--- config.mk ---
export PLATFORM = sky130hd
export DESIGN_NAME = sha256_stream_hasher_core
export DESIGN_NICKNAME = d
export VERILOG_FILES = /design/src/hdl/sha256_pkg.sv /design/src/hdl/sha256_stream_hasher_core.sv
export SDC_FILE = /design/constraint.sdc
export NUM_CORES = 2
export LEC_CHECK = 0
export BUFFER_PORTS_ARGS = -buffer_cell sky130_fd_sc_hd__clkbuf_2
export CAP_MARGIN = 0
export CELL_PAD_IN_SITES_DETAIL_PLACEMENT = 1
export CELL_PAD_IN_SITES_GLOBAL_PLACEMENT = 2
export CORE_MARGIN = 2
export CORE_UTILIZATION = 45
export CTS_BUF_LIST = sky130_fd_sc_hd__clkbuf_4
export DETAILED_ROUTE_END_ITERATION = 16
export GPL_TIMING_DRIVEN = 0
export PLACE_DENSITY = 0.89
export SYNTH_ARGS = -nofsm -noshare
export SYNTH_HDL_FRONTEND = slang
export SYNTH_SLANG_ARGS = --single-unit
--- constraint.sdc ---
create_clock -name aclk -period 34.9 [get_ports aclk]
set_clock_uncertainty 0.05 [all_clocks]
set_input_delay 5.235 -clock aclk [delete_from_list [all_inputs] [get_ports aclk]]
set_output_delay 5.235 -clock aclk [all_outputs]
set_load 0.1 [all_outputs]
--- src/hdl/sha256_pkg.sv ---
// ----------------------------------------------------------------------------
// sha256_pkg
// shared constants and round functions for the streaming sha-256 core
// ----------------------------------------------------------------------------
package sha256_pkg;

    localparam int unsigned WordW   = 32;
    localparam int unsigned NumWord = 8;
    localparam int unsigned BlkByte = 64;

    localparam logic [7:0]  PadByte = 8'h80;
    localparam logic [5:0]  LenPos  = 6'd56;
    localparam logic [63:0] BlkBits = 64'd512;

    // input kinds carried on tuser
    localparam logic KindAbsorb = 1'b0;
    localparam logic KindFinish = 1'b1;

    localparam logic [31:0] RoundK [64] = '{
        32'h428a2f98, 32'h71374491, 32'hb5c0fbcf, 32'he9b5dba5,
        32'h3956c25b, 32'h59f111f1, 32'h923f82a4, 32'hab1c5ed5,
        32'hd807aa98, 32'h12835b01, 32'h243185be, 32'h550c7dc3,
        32'h72be5d74, 32'h80deb1fe, 32'h9bdc06a7, 32'hc19bf174,
        32'he49b69c1, 32'hefbe4786, 32'h0fc19dc6, 32'h240ca1cc,
        32'h2de92c6f, 32'h4a7484aa, 32'h5cb0a9dc, 32'h76f988da,
        32'h983e5152, 32'ha831c66d, 32'hb00327c8, 32'hbf597fc7,
        32'hc6e00bf3, 32'hd5a79147, 32'h06ca6351, 32'h14292967,
        32'h27b70a85, 32'h2e1b2138, 32'h4d2c6dfc, 32'h53380d13,
        32'h650a7354, 32'h766a0abb, 32'h81c2c92e, 32'h92722c85,
        32'ha2bfe8a1, 32'ha81a664b, 32'hc24b8b70, 32'hc76c51a3,
        32'hd192e819, 32'hd6990624, 32'hf40e3585, 32'h106aa070,
        32'h19a4c116, 32'h1e376c08, 32'h2748774c, 32'h34b0bcb5,
        32'h391c0cb3, 32'h4ed8aa4a, 32'h5b9cca4f, 32'h682e6ff3,
        32'h748f82ee, 32'h78a5636f, 32'h84c87814, 32'h8cc70208,
        32'h90befffa, 32'ha4506ceb, 32'hbef9a3f7, 32'hc67178f2
    };

    localparam logic [31:0] InitHash [8] = '{
        32'h6a09e667, 32'hbb67ae85, 32'h3c6ef372, 32'ha54ff53a,
        32'h510e527f, 32'h9b05688c, 32'h1f83d9ab, 32'h5be0cd19
    };

    function automatic logic [31:0] ror(input logic [31:0] x, input int unsigned n);
        ror = (x >> n) | (x << (32 - n));
    endfunction

    function automatic logic [31:0] sig0(input logic [31:0] x);
        sig0 = ror(x, 7) ^ ror(x, 18) ^ (x >> 3);
    endfunction

    function automatic logic [31:0] sig1(input logic [31:0] x);
        sig1 = ror(x, 17) ^ ror(x, 19) ^ (x >> 10);
    endfunction

    function automatic logic [31:0] big0(input logic [31:0] x);
        big0 = ror(x, 2) ^ ror(x, 13) ^ ror(x, 22);
    endfunction

    function automatic logic [31:0] big1(input logic [31:0] x);
        big1 = ror(x, 6) ^ ror(x, 11) ^ ror(x, 25);
    endfunction

endpackage

--- src/hdl/sha256_stream_hasher_core.sv ---
// ----------------------------------------------------------------------------
// sha256_stream_hasher_core
// byte-serial sha-256 with block buffer and chain words in on-chip memories
// ----------------------------------------------------------------------------
// absorb beat: the 64th byte of a block also runs
//   the compression: byte load, chain-read, round and chain-update steps in order
// finish beat: writes 0x80, then padding bytes (63 - fill, none when
//   the buffer holds 63 bytes), one or two compressions (64 more pad bytes
//   before the second), a prefetch read, the output beats (one per cycle when
//   m_tready is high), then a reload of the initial hash
// throughput is set by the single round unit (one round per cycle) and the
//   single write port of the byte buffer memory
// reset (aresetn low, synchronous): chain memory is reloaded with the initial hash
//   (no input beat taken meanwhile), fill count and bit count cleared
// ----------------------------------------------------------------------------
module sha256_stream_hasher_core (
    input  logic        aclk,
    input  logic        aresetn,
    input  logic        s_tvalid,
    output logic        s_tready,
    input  logic [7:0]  s_tdata,   // data_byte[7:0]
    input  logic        s_tuser,   // kind
    output logic        m_tvalid,
    input  logic        m_tready,
    output logic [39:0] m_tdata,   // digest_word[31:0], word_index[34:32], zero pad
    output logic        m_tlast    // last_word
);

    // sequencer states
    localparam logic [3:0] StInit  = 4'd0;  // write initial hash to chain memory
    localparam logic [3:0] StIdle  = 4'd1;
    localparam logic [3:0] StPad   = 4'd2;  // write zeros / length bytes (0x80 is written by the finish beat)
    localparam logic [3:0] StLoad  = 4'd3;  // read 64 bytes into the schedule
    localparam logic [3:0] StCrd   = 4'd4;  // read chain words into a..h
    localparam logic [3:0] StRound = 4'd5;
    localparam logic [3:0] StUpd   = 4'd6;  // chain += working vars
    localparam logic [3:0] StOut   = 4'd7;

    logic [3:0]  state_reg, state_next;

    // byte buffer memory
    logic [7:0]  buf_mem [64];
    logic        buf_we;
    logic [5:0]  buf_waddr;
    logic [7:0]  buf_wdata;
    logic [5:0]  buf_raddr;
    logic [7:0]  buf_rdata_reg;

    // chain memory
    logic [31:0] chn_mem [8];
    logic        chn_we;
    logic [2:0]  chn_waddr;
    logic [31:0] chn_wdata;
    logic [2:0]  chn_raddr;
    logic [31:0] chn_rdata_reg;

    always_ff @(posedge aclk) begin
        if (buf_we) begin
            buf_mem[buf_waddr] <= buf_wdata;
        end
        buf_rdata_reg <= buf_mem[buf_raddr];
    end

    always_ff @(posedge aclk) begin
        if (chn_we) begin
            chn_mem[chn_waddr] <= chn_wdata;
        end
        chn_rdata_reg <= chn_mem[chn_raddr];
    end

    logic [5:0]  fill_reg, fill_next;
    logic [63:0] bits_reg, bits_next;
    logic [63:0] total_reg, total_next;   // message length latched at finish
    logic        fin_reg, fin_next;       // in a finish sequence
    logic        second_reg, second_next; // padding spills into a second block
    logic [6:0]  cnt_reg, cnt_next;       // generic step counter
    logic [5:0]  pad_reg, pad_next;       // padding write position
    logic [31:0] w_reg [16];
    logic [31:0] w_next [16];
    logic [31:0] v_reg [8];
    logic [31:0] v_next [8];
    logic [2:0]  oidx_reg, oidx_next;
    logic        mval_reg, mval_next;
    logic [31:0] mword_reg, mword_next;

    logic [31:0] t1, t2, wnew;
    logic [7:0]  pad_byte;

    assign s_tready = (state_reg == StIdle);
    assign m_tvalid = mval_reg;
    assign m_tdata  = {5'd0, oidx_reg, mword_reg};
    assign m_tlast  = (oidx_reg == 3'd7);

    // message schedule: next word from the 16-entry window
    assign wnew = sha256_pkg::sig1(w_reg[14]) + w_reg[9]
                + sha256_pkg::sig0(w_reg[1]) + w_reg[0];
    assign t1 = v_reg[7] + sha256_pkg::big1(v_reg[4])
              + ((v_reg[4] & v_reg[5]) ^ (~v_reg[4] & v_reg[6]))
              + sha256_pkg::RoundK[cnt_reg[5:0]] + w_reg[0];
    assign t2 = sha256_pkg::big0(v_reg[0])
              + ((v_reg[0] & v_reg[1]) ^ (v_reg[0] & v_reg[2]) ^ (v_reg[1] & v_reg[2]));

    // padding byte at position pad_reg
    always_comb begin
        if (second_reg || pad_reg < sha256_pkg::LenPos) begin
            pad_byte = 8'h00;
        end else begin
            pad_byte = total_reg[8 * (63 - pad_reg) +: 8];
        end
    end

    always_comb begin
        state_next  = state_reg;
        fill_next   = fill_reg;
        bits_next   = bits_reg;
        total_next  = total_reg;
        fin_next    = fin_reg;
        second_next = second_reg;
        cnt_next    = cnt_reg;
        pad_next    = pad_reg;
        w_next      = w_reg;
        v_next      = v_reg;
        oidx_next   = oidx_reg;
        mval_next   = mval_reg;
        mword_next  = mword_reg;
        buf_we      = 1'b0;
        buf_waddr   = fill_reg;
        buf_wdata   = s_tdata;
        buf_raddr   = cnt_reg[5:0];
        chn_we      = 1'b0;
        chn_waddr   = cnt_reg[2:0];
        chn_wdata   = sha256_pkg::InitHash[cnt_reg[2:0]];
        chn_raddr   = cnt_reg[2:0];

        case (state_reg)
            StInit: begin
                chn_we   = 1'b1;
                cnt_next = cnt_reg + 7'd1;
                if (cnt_reg == 7'd7) begin
                    cnt_next   = '0;
                    fill_next  = '0;
                    bits_next  = '0;
                    fin_next   = 1'b0;
                    state_next = StIdle;
                end
            end
            StIdle: begin
                cnt_next = '0;
                if (s_tvalid) begin
                    if (s_tuser == sha256_pkg::KindAbsorb) begin
                        buf_we    = 1'b1;
                        fill_next = fill_reg + 6'd1;
                        if (fill_reg == 6'd63) begin
                            fin_next   = 1'b0;
                            state_next = StLoad;
                        end
                    end else begin
                        total_next = bits_reg + {55'd0, fill_reg, 3'd0};
                        buf_we     = 1'b1;
                        buf_wdata  = sha256_pkg::PadByte;
                        second_next = (fill_reg > 6'd55);
                        pad_next   = fill_reg + 6'd1;
                        fin_next   = 1'b1;
                        state_next = (fill_reg == 6'd63) ? StLoad : StPad;
                    end
                end
            end
            StPad: begin
                buf_we    = 1'b1;
                buf_waddr = pad_reg;
                buf_wdata = pad_byte;
                pad_next  = pad_reg + 6'd1;
                if (pad_reg == 6'd63) begin
                    cnt_next   = '0;
                    state_next = StLoad;
                end
            end
            StLoad: begin
                // read byte cnt, data arrives in the next cycle
                cnt_next = cnt_reg + 7'd1;
                if (cnt_reg != 7'd0) begin
                    w_next[15] = {w_reg[15][23:0], buf_rdata_reg};
                    // first byte of each word opens a new window slot
                    if (cnt_reg[1:0] == 2'd1) begin
                        for (int i = 0; i < 15; i++) w_next[i] = w_reg[i + 1];
                        w_next[15] = {24'd0, buf_rdata_reg};
                    end
                end
                if (cnt_reg == 7'd63) begin
                    cnt_next   = '0;
                    state_next = StCrd;
                end
            end
            StCrd: begin
                // last byte of the block arrives here
                if (cnt_reg == 7'd0) begin
                    w_next[15] = {w_reg[15][23:0], buf_rdata_reg};
                end
                cnt_next = cnt_reg + 7'd1;
                if (cnt_reg != 7'd0) begin
                    v_next[3'(cnt_reg - 7'd1)] = chn_rdata_reg;
                end
                if (cnt_reg == 7'd8) begin
                    cnt_next   = '0;
                    state_next = StRound;
                end
            end
            StRound: begin
                for (int i = 0; i < 15; i++) w_next[i] = w_reg[i + 1];
                w_next[15] = wnew;
                v_next[7] = v_reg[6];
                v_next[6] = v_reg[5];
                v_next[5] = v_reg[4];
                v_next[4] = v_reg[3] + t1;
                v_next[3] = v_reg[2];
                v_next[2] = v_reg[1];
                v_next[1] = v_reg[0];
                v_next[0] = t1 + t2;
                cnt_next  = cnt_reg + 7'd1;
                if (cnt_reg == 7'd63) begin
                    cnt_next   = '0;
                    state_next = StUpd;
                end
            end
            StUpd: begin
                // chain word k is read, then written back plus v[k] once its read data is back
                chn_raddr = cnt_reg[2:0];
                cnt_next  = cnt_reg + 7'd1;
                if (cnt_reg != 7'd0) begin
                    chn_we    = 1'b1;
                    chn_waddr = 3'(cnt_reg - 7'd1);
                    chn_wdata = chn_rdata_reg + v_reg[3'(cnt_reg - 7'd1)];
                end
                if (cnt_reg == 7'd8) begin
                    cnt_next = '0;
                    if (!fin_reg) begin
                        bits_next  = bits_reg + sha256_pkg::BlkBits;
                        fill_next  = '0;
                        state_next = StIdle;
                    end else if (second_reg) begin
                        second_next = 1'b0;
                        pad_next    = '0;
                        state_next  = StPad;
                    end else begin
                        state_next = StOut;
                    end
                end
            end
            StOut: begin
                // prefetch word cnt; present it once read data is back
                // while stalled, keep reading the word that goes out next
                chn_raddr = 3'(cnt_reg - 7'd1);
                if (cnt_reg == 7'd0) begin
                    chn_raddr = 3'd0;
                    cnt_next  = 7'd1;
                end else if (!mval_reg || m_tready) begin
                    if (mval_reg && oidx_reg == 3'd7) begin
                        mval_next  = 1'b0;
                        cnt_next   = '0;
                        state_next = StInit;
                    end else begin
                        mval_next  = 1'b1;
                        mword_next = chn_rdata_reg;
                        oidx_next  = 3'(cnt_reg - 7'd1);
                        chn_raddr  = cnt_reg[2:0];
                        if (cnt_reg != 7'd8) cnt_next = cnt_reg + 7'd1;
                    end
                end
            end
            default: state_next = StInit;
        endcase
    end

    always_ff @(posedge aclk) begin
        if (!aresetn) begin
            state_reg  <= StInit;
            cnt_reg    <= '0;
            fill_reg   <= '0;
            bits_reg   <= '0;
            fin_reg    <= 1'b0;
            second_reg <= 1'b0;
            mval_reg   <= 1'b0;
            oidx_reg   <= '0;
        end else begin
            state_reg  <= state_next;
            cnt_reg    <= cnt_next;
            fill_reg   <= fill_next;
            bits_reg   <= bits_next;
            fin_reg    <= fin_next;
            second_reg <= second_next;
            mval_reg   <= mval_next;
            oidx_reg   <= oidx_next;
        end
        total_reg <= total_next;
        pad_reg   <= pad_next;
        w_reg     <= w_next;
        v_reg     <= v_next;
        mword_reg <= mword_next;
    end

endmodule

**Yosys cells after proc, flatten, opt, wreduce, memory -nomap -nowiden**

Memory sizes are Yosys's and may differ from the RTL's. A register that Yosys moved wholly into a read port is not among the register bits.
Cells that the tools add are included.

- Add/sub/neg operators: 18
- Magnitude comparators: 6
- Equality and inequality tests: 37
- Shifts and indexed selects: 1
- Mux-type cells: 90
- Bitwise operators: 32
- Reductions and logical operators: 32

Operators with widths:

| cell | number |
|---|---|
| 2-to-1 mux 512 bit | 2 |
| one-hot mux 480 bit (2 select lines) | 1 |
| one-hot mux 256 bit (2 select lines) | 1 |
| adder 32 bit | 11 |
| 2-to-1 mux 32 bit | 10 |
| XOR 32 bit | 9 |
| bitwise mux 256 bit | 1 |
| 2-to-1 mux 256 bit | 1 |
| 2-to-1 mux 64 bit | 3 |
| AND 32 bit | 5 |
| one-hot mux 64 bit (2 select lines) | 1 |
| binary-select mux 32 bit (select 3 bit) | 1 |
| demux 32 bit (select 3 bit) | 1 |
| one-hot mux 32 bit (3 select lines) | 1 |
| 2-to-1 mux 6 bit | 11 |
| adder 64 x 10 -> 64 bit (second input constant) | 1 |
| adder 64 x 9 -> 64 bit | 1 |
| indexed part select 64 x 33 -> 8 bit | 1 |
| 2-to-1 mux 7 bit | 8 |
| 2-to-1 mux 4 bit | 12 |
| one-hot mux 7 bit (6 select lines) | 1 |
| inequality test 2 bit (second input constant) | 18 |
| one-hot mux 6 bit (3 select lines) | 2 |
| inverter 32 bit | 1 |
| 60 further kinds | 112 |

- Bits in registers: 957
- RAM bits: 768
- ROM bits: 2,304
- Output and inout port bits: 43
- Memories kept: 4

Memories:

| memory | words | bits a word | rd ports | clocked after Yosys merged registers in | wr ports | RTL line | RTL |
|---|---|---|---|---|---|---|---|
| (name not given) | 64 | 32 | 1 | 0 | 0 | sha256_stream_hasher_core.sv:99 | `+ sha256_pkg::RoundK[cnt_reg[5:0]] + w_reg[0];` |
| buf_mem | 64 | 8 | 1 | 1 | 1 | sha256_stream_hasher_core.sv:42 | `logic [7:0] buf_mem [64];` |
| (name not given) | 8 | 32 | 1 | 0 | 0 | sha256_stream_hasher_core.sv:132 | `chn_wdata = sha256_pkg::InitHash[cnt_reg[2:0]];` |
| chn_mem | 8 | 32 | 1 | 1 | 1 | sha256_stream_hasher_core.sv:50 | `logic [31:0] chn_mem [8];` |

**Logic depth before layout (Yosys ltp)**

- Depth after elaboration: 9
- Depth in mapped cells: 39
- Gate-level depth less buffers: 35

**Least setup slack after synthesis**

No wires, ideal clock.

- Kind: register -> register
- From: register cnt_reg[1]
- To: register w_reg[100] (netlist name) (enable)
- Setup time: 0.891 ns
- Arrival: 12.647 ns
- Required time: 33.959 ns
- Setup slack: 21.313 ns
- Stages on the path, launching flop included: 9
- Path buffers: 2
- Clock period less this slack: 13.587 ns
- Path through: dfxtp_1 > clkbuf_1 > clkbuf_1 > clkinv_1 > ha_1 > or4b_1 > nor3_1 > nor3_1 > o21a_1

- Word-level cells in the longest chain between the ends: 3
- Elaborated cells between the ends (all ways): 5
- Those cells by class: 3 x eq/ne; 2 x reduce/logical

RTL lines:

| element | RTL line | RTL |
|---|---|---|
| from (decl) | sha256_stream_hasher_core.sv:76 | `logic [6:0] cnt_reg, cnt_next;` |
| from (signal assigned) | sha256_stream_hasher_core.sv:286 | `cnt_reg <= cnt_next;` |
| nonzero test 7 bit or == test 2 x 1 -> 1 bit (tied branches) | sha256_stream_hasher_core.sv:181, sha256_stream_hasher_core.sv:184 |  |
| inequality test 2 bit (no source line) | - |  |
| AND reduction 3 bit (no source line) (*) | - |  |
| to (signal assigned) | sha256_stream_hasher_core.sv:296 | `w_reg <= w_next;` |
| to (decl) | sha256_stream_hasher_core.sv:78 | `logic [31:0] w_reg [16];` |

Every way passes the cells marked *; elsewhere a longest branch is shown, timed or not.
A chain may end at the register's enable or synchronous reset.

==> out/metrics.json <==
{
  "outcome": {
    "outcome": "complete, but fails checks",
    "failed_checks": "capacitance limit, slew limit"
  },
  "timing": {
    "final.setup.tns_ns": 0,
    "tightest_slew_ns": 1.657,
    "final.hold.worst_slack_ns": 0.4306,
    "slew-limit-headroom": -0.1072,
    "report.final.hold_viol_count": 0,
    "number_of_failing_setup_endpoints_in_the_final_timing_report": 0,
    "final_cycle_share": 0.3956,
    "clock.fmax_mhz": 72.42,
    "timing.final.max_slew_violations": 6,
    "final_period_minus_worst_setup_slack_ns": 13.81,
    "rsz0062_at_grt": "false"
  },
  "placed_design": {
    "portBuffers": 50,
    "placed_cells": 9676,
    "place_congestion": 1.018,
    "dp_hpwl_um": 238100,
    "postPlaceCellArea_um2": 92590
  },
  "clock_network": {
    "cts.sink_count": 1752,
    "clock_tree.buffer_depth": 4,
    "cts.repair.resized": 0,
    "cts_hold_buffers": 0,
    "worstSkewPairLatency_ns": 1.45,
    "clock_root_buffer": "clkbuf_4",
    "clk_pin_slew_worst_paths_ns": 0.07,
    "cts_tree": "built",
    "cts_post_setup_buffers_inserted": 0,
    "cts-htree-levels": 5,
    "tritoncts.num_buffers": 459
  },
  "pwr": {
    "power.share.clock": 0.196,
    "share_comb_of_total_power": 0.514,
    "maximum_vdd_drop_v": 0.00005739,
    "switching_power_mw": 4.077,
    "power.sequential.fraction": 0.290,
    "internal_power_consumption_mw": 4.908,
    "total_leakage_power_nw": 35.36,
    "power.share.switching": 0.4537,
    "p_per_area_nw_per_um2": 91.52
  },
  "synth": {
    "synth_ff_type": "edfxtp_1",
    "synth_sequential_area_ratio": 0.5842,
    "post_synth_inst_count": 7045,
    "synth_edf_count": 1635,
    "synthDistinctLibCells": 91,
    "synth_top_cell_area_share": 0.5576,
    "yosys_warn_count": 0,
    "yosysTopAreaCell": "edfxtp_1",
    "post-synth-top-count-cell": "edfxtp_1",
    "ys_ff_latch": 1752,
    "post_synth_main_area_contributors": "edfxtp_1 (56%), mux4_2 (4.5%), fa_1 (4.3%)",
    "netlist_top_cells_count": "edfxtp_1 (1635), nand2_1 (638), nor2b_1 (496), inv_1 (440), clkbuf_1 (424)",
    "asyncSetResetFlopFracSynth": 0,
    "synth_area_per_cell_um2": 12.50,
    "synth.cell_area_um2": 88050
  },
  "cells_and_area": {
    "num-nets-final": 7981,
    "area_delta_synth_final_pct": 11.50,
    "final_cell_area_um2": 98180,
    "drive_above_1_share": 0.1363,
    "final_core_utilization": 0.5046,
    "non_filler_instance_count_after_layout": 10470
  },
  "grt": {
    "grt_usage": 0.3191,
    "antenna_found_initial": 19,
    "vias_in_the_first_global_route": 65350,
    "grt_start_max_net_pins": 74,
    "globalRoute.totalOverflow": 0,
    "global_route_wire_length_before_repair_um": 457900
  },
  "floorplan": {
    "fp.coreArea_um2": 194600,
    "die_w_um": 446.4,
    "initial_util": 0.4525,
    "placement_rows": 162,
    "number_of_i_o_pins": 56,
    "die_height_um": 446.4,
    "fp.dieArea_um2": 199200
  },
  "drt": {
    "routed-via-count": 63240,
    "routed_via_density": 6.043,
    "route.detailed.wl_per_inst_um": 30.59,
    "remaining_drc_errors": 0,
    "dr.pass1.iters": 6,
    "detail_route.iter0.violations": 7218,
    "ant_nets": 0,
    "wl_um": 320100
  },
  "job": {
    "maxCapViolations": 1
  },
  "setup_path": {
    "critPathKind": "reg2reg",
    "cp_max_fo": 14,
    "crit_slowest_cell": "nor2_1",
    "worst-path-buf-inv": 8,
    "cp.required_ns": 35.84,
    "start_kind": "flip-flop",
    "crit_end_category": "flip-flop",
    "timing.critical_path.slowest_cell_delay_ns": 1.22,
    "worst-endpoint-arrival_ns": 14.75,
    "crit_family": "compound AO/OA/AOI/OAI gates"
  },
  "hold_path": {
    "timing.hold.worst.class": "reg2reg"
  }
}
-- placed cells by master, fill, tap and decap left out, types with 183 or more instances in the layout --
cell type,Yosys,final
nor2b_1,496,496
clkbuf_4,0,665
ha_1,183,183
nand2_1,638,638
nor2_1,336,328
nand3_1,244,244
a22o_1,219,219
o21ai_0,364,346
fa_1,188,188
inv_1,440,440
clkbuf_1,424,420
edfxtp_1,1635,1635
xor2_1,213,213
xnor2_1,226,226
a21oi_1,213,213
-- final timing paths --
path | end | from | cells after the start | slack, ns
setup reg to reg | v_reg[253]$_DFFE_PP_ | cnt_reg[1]$_SDFFE_PN0P_ | 37 | 21.09
setup / recovery | v_reg[253]$_DFFE_PP_ | cnt_reg[1]$_SDFFE_PN0P_ | 37 | 21.09
hold / removal | w_reg[0]$_DFFE_PP_ | buf_rdata_reg[0]$_DFF_P_ | 2 | 0.43
hold reg to reg | w_reg[0]$_DFFE_PP_ | buf_rdata_reg[0]$_DFF_P_ | 2 | 0.43
-- cell type report --
| class | count | area (um2) |
|---|---|---|
| diodes | 16 | 40.04 |
| clock inverters | 109 | 551.8 |
| repair buffers | 87 | 1086 |
| flip-flops and latches | 1752 | 51440 |
| clock buffers | 663 | 4977 |
| inverters | 443 | 1663 |
| well taps | 2542 | 3181 |
| fillers | 20210 | 96400 |
| plain buffers | 504 | 1992 |
| multi-input cells | 4350 | 33250 |
-- worst register-to-register path, delay by kind of cell (launching register included) --
kind / cells / cell delay [ns]
compound gates: 19 / 5.22
buf+inv: 8 / 2.98
fa+ha+maj: 6 / 2.26
simple gates: 2 / 1.29
xor+xnor: 2 / 1.12
flops: 1 / 0.55
-- power groups by stage --
stage               Sequential, mW  Combinational (mW)  Clock [mW]
floorplan                     2.61                2.79           0
global placement              2.66                4.32           0
detailed placement            2.65                4.44           0
CTS                           2.60                4.48        1.79
global route                  2.61                4.89        1.89
finish                        2.61                4.62        1.76
-- metal layers --
metal  vias up  track usage  part of all wire
li1      26770            -                 -
met1     32210       0.4101              0.39
met2      3404       0.5081              0.47
met3       853      0.07458             0.086
met4        10       0.1571             0.055
met5         -            0           0.00022
-- per-stage QoR --
step,setup WS [ns],power (mW)
after global routing,20.70,9.390
after global placement,15.83,6.974
after detailed placement,21.55,7.092
after CTS,21.41,8.874
after floorplan,21.31,5.392
final,21.09,8.986
-- cell families (layout without fill, tap and decap cells) --
logic type	after synthesis	count (layout)	share of synthesized area
flip-flops	1752	1752	0.5842
adder cells (fa/ha/maj)	373	373	0.06897
AO/OA/AOI/OAI	1312	1312	0.09957
AND/OR/NAND/NOR	1990	1990	0.1105
buffers and inverters	947	1806	0.04142
multiplexers	231	231	0.05169
XOR/XNOR	439	439	0.04367
other	1	21	0.00004259
(Power assumes the default switching activity.)
